[config.mk]
export PLATFORM = sky130hd
export DESIGN_NAME = hpt_bucket
export DESIGN_NICKNAME = d
export VERILOG_FILES = /design/src/rtl/assert_macros.svh /design/src/rtl/hpt_pkg.sv /design/src/rtl/hpt_bucket.sv
export SDC_FILE = /design/constraint.sdc
export NUM_CORES = 1
export LEC_CHECK = 0
export BUFFER_PORTS_ARGS = -buffer_cell sky130_fd_sc_hd__buf_2
export CORE_AREA = 3 3 136 138
export DETAILED_ROUTE_END_ITERATION = 8
export DIE_AREA = 0 0 139 141
export PLACE_DENSITY = 0.59
export RECOVER_POWER = 100
export SYNTH_ARGS = -nofsm -noshare
export SYNTH_HDL_FRONTEND = slang
export SYNTH_SLANG_ARGS = --single-unit
export TNS_END_PERCENT = 20
[constraint.sdc]
create_clock -name vclk -period 4.4
set_input_delay 0.88 -clock vclk [all_inputs]
set_output_delay 0.88 -clock vclk [all_outputs]
set_load 0.01 [all_outputs]
[src/rtl/assert_macros.svh]
// Assertion macros for the hashed page table RTL.
// Depends on nothing. Users must provide clk and arst_n in scope.
`ifndef ASSERT_MACROS_SVH
`define ASSERT_MACROS_SVH
`ifndef SYNTH
`define HPT_ASSERT(lbl, prop) \
	lbl: assert property (@(posedge clk) disable iff (!arst_n) prop) \
		else $error("%m: check failed");
`define HPT_NEVER(lbl, cond) \
	lbl: assert property (@(posedge clk) disable iff (!arst_n) !(cond)) \
		else $error("%m: forbidden condition seen");
`else
`define HPT_ASSERT(lbl, prop)
`define HPT_NEVER(lbl, cond)
`endif
`endif

[src/rtl/hpt_pkg.sv]
// Shared types and codes for the hashed page table.
// Depends on nothing; imported by hpt_bucket, hashed_page_table_unit, hpt_checker and testbench.
package hpt_pkg;

	typedef enum logic [1:0] {
		OP_INSERT = 2'd0,
		OP_LOOKUP = 2'd1,
		OP_DELETE = 2'd2
	} op_t;

	typedef enum logic [1:0] {
		STAT_OK   = 2'd0,
		STAT_MISS = 2'd1,
		STAT_FULL = 2'd2
	} status_t;

	typedef enum logic [1:0] {
		S_IDLE,
		S_MOD,
		S_EXEC,
		S_CLEAR
	} state_t;

	typedef struct packed {
		logic    wr_en;
		status_t status;
	} bucket_ctl_t;

endpackage

[src/rtl/hpt_bucket.sv]
// Bucket update logic: compares all ways of one row and builds the new row.
// Depends on hpt_pkg.
module hpt_bucket #(
	parameter int WAYS       = 4,
	parameter int PAGE_BITS  = 20,
	parameter int FRAME_BITS = 16
) (
	input  logic [1:0]                             op,
	input  logic [PAGE_BITS-1:0]                   page,
	input  logic [FRAME_BITS-1:0]                  frame,
	input  logic [WAYS*(PAGE_BITS+FRAME_BITS)-1:0] row_word,
	input  logic [WAYS-1:0]                        valid,
	output logic [WAYS*(PAGE_BITS+FRAME_BITS)-1:0] new_word,
	output logic [WAYS-1:0]                        new_valid,
	output logic [FRAME_BITS-1:0]                  found,
	output hpt_pkg::bucket_ctl_t                   ctl
);
	import hpt_pkg::*;

	localparam int EW   = PAGE_BITS + FRAME_BITS;
	localparam int WIDX = (WAYS > 1) ? $clog2(WAYS) : 1;

	logic [EW-1:0]         ent [WAYS+1];
	logic [WAYS-1:0]       match;
	logic [WAYS-1:0]       prev;
	logic [WIDX-1:0]       hit;
	logic [FRAME_BITS-1:0] hit_frame;
	logic                  hit_any;
	logic                  full;

	always_comb begin
		for (int w = 0; w < WAYS; w++) begin
			ent[w]   = row_word[w*EW +: EW];
			match[w] = valid[w] && (ent[w][EW-1:FRAME_BITS] == page);
		end
		ent[WAYS] = '0;
		prev[0] = 1'b1;
		for (int w = 1; w < WAYS; w++) begin
			prev[w] = valid[w-1];
		end
		hit       = '0;
		hit_frame = '0;
		for (int w = WAYS - 1; w >= 0; w--) begin
			if (match[w]) begin
				hit       = WIDX'(w);
				hit_frame = ent[w][FRAME_BITS-1:0];
			end
		end
		hit_any = |match;
		full    = valid[WAYS-1];
	end

	always_comb begin
		new_word   = row_word;
		new_valid  = valid;
		found      = '0;
		ctl.wr_en  = 1'b0;
		ctl.status = STAT_MISS;
		case (op)
			OP_INSERT: begin
				if (full) begin
					ctl.status = STAT_FULL;
				end else begin
					ctl.status = STAT_OK;
					ctl.wr_en  = 1'b1;
					new_valid  = (valid << 1) | WAYS'(1);
					for (int w = 0; w < WAYS; w++) begin
						if (!valid[w] && prev[w]) begin
							new_word[w*EW +: EW] = {page, frame};
						end
					end
				end
			end
			OP_LOOKUP: begin
				if (hit_any) begin
					ctl.status = STAT_OK;
					found      = hit_frame;
				end
			end
			OP_DELETE: begin
				if (hit_any) begin
					ctl.status = STAT_OK;
					ctl.wr_en  = 1'b1;
					new_valid  = valid >> 1;
					for (int w = 0; w < WAYS; w++) begin
						if (WIDX'(w) >= hit) begin
							new_word[w*EW +: EW] = ent[w+1];
						end
					end
				end
			end
			default: begin
				ctl.status = STAT_MISS;
			end
		endcase
	end

endmodule

======== Word level (Yosys, flattened, before mapping) ========
Cells that the tools add are included.
storage, ports and cells
  flip-flop bits (word level) ............. 0
  output and inout port bits .............. 167
  bits of input ports ..................... 186
  logic and storage cells ................. 52
cells by class
  reduce and logical (&&, ||, !) cells .... 12
  magnitude comparators ................... 4
  mux-type cells .......................... 30
  equal/unequal tests ..................... 6
operators with widths
  cell                  count
  $mux W144             2
  $mux W36              8
  $pmux W144 S2         1
  $mux W16              6
  $eq A20 B20 Y1        4
  $mux W2               5
  $mux W4               2
  $pmux W4 S2           1
  $logic_and A1 B1 Y1   7
  $pmux W2 S3           1
  $ge A1 B2 Y1 const A  2
  $ge A2 B2 Y1 const A  2
  $reduce_or A4 Y1      1
  $logic_not A1 Y1      3
  $mux W3               1
  $eq A2 B1 Y1 const B  1
  $eq A2 B2 Y1 const B  1
  $logic_not A2 Y1      1
  $mux W1               2
  $pmux W1 S2           1

======== Depth between registers and ports, before layout ========
  depth after elaboration ................. 10
  mapped depth ............................ 10
  mapped depth without buffers ............ 6

======== Worst setup path before layout ========
Ideal clock, no wire load.
  path kind ............................... input -> output
  start point ............................. in page[1]
  end point ............................... out found[10]
  data required time ...................... 3.520 ns
  path buffers ............................ 4
  stages .................................. 10
  arrival ................................. 3.470 ns
  slack ................................... 0.050 ns
  cells stage by stage .................... buf_6 > xor2_1 > or4_1 > or4_4 > or2_1 > buf_6 > buf_4 > a41o_1 > buf_2 > a211oi_1
between the ends
  longest elaborated chain between the ends .. 8
  elaborated cells between the ends (all ways) .. 15
  those cells by class .................... eq/ne (4); mux (6); reduce/logical (5)
RTL lines
  element                 RTL line          text
  from (decl)             hpt_bucket.sv:9   input logic [PAGE_BITS-1:0] page,
  $eq A20 B20 Y1          hpt_bucket.sv:34  match[w] = valid[w] && (ent[w][EW-1:FRAME_BITS] == page);
  $logic_and A1 B1 Y1     hpt_bucket.sv:34
  $mux W16 (4 in series)  hpt_bucket.sv:44  if (match[w]) begin
  $mux W16 *              hpt_bucket.sv:75  if (hit_any) begin
  $mux W16 *              hpt_bucket.sv:59  case (op)
  to (decl)               hpt_bucket.sv:15  output logic [FRAME_BITS-1:0] found,
Mark *: on every way between the ends. The rest lies on a longest branch, timed or not.

======== Final worst setup path ========
  start point ............................. in page[11]
  end point ............................... out new_word[101]
between the ends
  longest elaborated chain between the ends .. 10
  elaborated cells between the ends (all ways) .. 17
  those cells by class .................... order compare (1); eq/ne (4); mux (7); reduce/logical (5)
RTL lines
  element                RTL line          text
  $eq A20 B20 Y1         hpt_bucket.sv:34
  $logic_and A1 B1 Y1    hpt_bucket.sv:34
  $mux W2 (4 in series)  hpt_bucket.sv:44
  $ge A2 B2 Y1           hpt_bucket.sv:86  if (WIDX'(w) >= hit) begin
  $mux W36               hpt_bucket.sv:86
  $mux W144 *            hpt_bucket.sv:81  if (hit_any) begin
  $pmux W144 S2 *        hpt_bucket.sv:59
  to (decl)              hpt_bucket.sv:13  output logic [WAYS*(PAGE_BITS+FRAME_BITS)-1:0] new_word,
Marked as above.

==> metrics.csv <==
stage;metric;value;unit
outcome;status;completed;
die;start_util;0.272;
global_route;grt_start_max_net_pins;37;
final_layout;nNetsFinal;1181;
placement;place.gp.congestion;1.00;
detailed_routing;first_pass_iters;5;
power_and_ir_drop;p_leak;3.27;nW
power_and_ir_drop;power.total;0.000670;W
sta;tightest_slew;0.877;ns
critical_path;cp_num_cells;9;
critical_path;crit_family;simple AND/OR/NAND/NOR gates;
die;core;17300;um2
critical_path;arrival;3.49;ns
critical_path;endpoint_kind;output pin;
synth;synth_nets;856;
final_layout;areaGrowthSynthToFinish;48.3;%
critical_path;cp-endpoint;new_word[101];
detailed_routing;routed_wl;31.0;mm
placement;dp_cells;1217;
detailed_routing;via_per_inst;5.98;
die;io-pin-count;353;
critical_path;slowest_delay;0.53;ns
sta;fin_crit;4.37;ns
detailed_routing;drc;0;
cts;cts-hold-fix-buffers;0;
critical_path;path_max_fanout;4;
final_layout;n_clock_buffer;0;
placement;dp_slack;-0.0683;ns
final_layout;seq_cells;0;
global_route;track_usage;0.288;
sta;setup_viol;0;
global_route;grt_pass1_vias;6715;
critical_path;crit_buf_inv;3;
placement;port_buffers;353;
detailed_routing;ant_nets;0;
synth;yosysSeqAreaShare;0;
die;die_y;141;um
global_route;gr-total-overflow;0;
critical_path;cp_cell_sequence;buf_2, xor2_1, or4_1, or4_4, or2_4, a41o_4, buf_4, a221o_1, buf_2;
synth;synthCells;670;
final_layout;drive_gt1_frac;0.415;
critical_path;crit_required;3.52;ns
power_and_ir_drop;vdd_drop_max;59.8;uV
critical_path;cp-start-kind;primary input;
detailed_routing;vias;7300;
critical_path;crit_start;page[11];
flow_run;drv_cap;0;
final_layout;finalNonFillerCells;1221;
detailed_routing;drt_iter0_markers;755;
synth;synth.yosys.warnings;0;
synth;synth_area;4710;um2
synth;synth_cell_types;52;
final_layout;seq_area;0;um2
critical_path;critPathKind;primary input to output pin;
final_layout;finish.instance_area;6980;um2
global_route;grt_pass1_wl;44.4;mm
placement;dp_hpwl;24.6;mm
sta;rsz0062_at_grt;yes;
sta;slew_headroom;0.416;
hold_path;hold_path.class;primary input to output pin;
global_route;antenna_found_initial;3;
sta;max_freq;0.229;GHz
final_layout;final_cell_mix;buf_2 (322), and2_1 (109), a221o_1 (108), xnor2_1 (57), nand2_1 (45);
final_layout;mostFrequentLayoutCell;buf_2;
critical_path;crit_slowest_cell;or4_1;
die;rows;48;
sta;fin_ws;0.0305;ns
detailed_routing;routedWlPerCell;25.4;um
die;die_w;139;um
cts;post_cts_buffers;0;
placement;placed_area;6940;um2
die;die_area;19600;um2
power_and_ir_drop;pwr_density_cell;95.9;nW/um2
critical_path;crit_path_frequent_cell;buf_2;
sta;hold_violations;0;
sta;period_share;0.993;
synth;synth_area_per_cell;7.03;um2
sta;drv_slew;0;
synth_stat cells, types with 7 or more instances:
master,number,area share
o22ai_1,17,0.023
xnor2_1,57,0.11
and2_1,110,0.15
mux2i_1,16,0.034
buf_6,7,0.017
a211oi_1,16,0.026
buf_2,8,0.0085
nor4_1,8,0.011
o21ai_0,34,0.036
o21ai_1,7,0.0074
and3_1,20,0.027
xor2_1,23,0.043
a221o_1,108,0.23
clkbuf_1,61,0.049
nand3_1,12,0.013
nand4_1,19,0.025
nand2_1,45,0.036
a22oi_1,37,0.059
power by group:
part	switching, W	internal (W)
Combinational	0.000389	0.000281
Sequential	0	0
Clock	0	0.0000000000914
Total	0.000389	0.000281
worst min path at each step:
| stage | depth (start not counted) | start | endpoint |
|---|---|---|---|
| floorplan | 2 | row_word[118] | new_word[118] |
| global placement | 3 | row_word[0] | new_word[0] |
| detailed placement | 3 | row_word[0] | new_word[0] |
| CTS | 3 | row_word[0] | new_word[0] |
| global route | 3 | row_word[2] | new_word[2] |
| finish | 3 | row_word[0] | new_word[0] |
cell families after synthesis:
logic type	after synthesis	synth area share
mux	16	0.0340
compound gates	241	0.420
buf+inv	84	0.0882
xor+xnor	80	0.149
simple gates	248	0.306
fa+ha+maj	1	0.00213
metal layers:
| layer | global-route usage | part of all wire | vias to the layer above |
|---|---|---|---|
| met5 | 0 | 0 | - |
| met4 | 0.0649 | 0.026 | 0 |
| met3 | 0.0427 | 0.093 | 56 |
| met2 | 0.462 | 0.46 | 495 |
| met1 | 0.407 | 0.42 | 3464 |
| li1 | - | - | 3285 |
through the flow:
stage               setup TNS (ns)  hold slack [ns]  utilization
finish                           0             2.08        0.404
global route               -0.0689             2.11        0.404
global placement                 0             2.08        0.401
detailed placement          -0.321             2.08        0.401
CTS                              0             2.08        0.404
floorplan                        0             1.88            -
timing repair:
action / in CTS / in global routing
resized for setup: 5 / 8
cloned: 1 / 0
pin swaps: 3 / 6
endpoints found under the setup margin: 14 / 18
final cells by class:
class	instances	area (um2)
fillers	1877	10300
well taps	225	282
multi-input cells	586	4380
diodes	3	7.51
inverters	3	11.3
repair buffers	404	2300
Power figures use the tool's default switching activity.
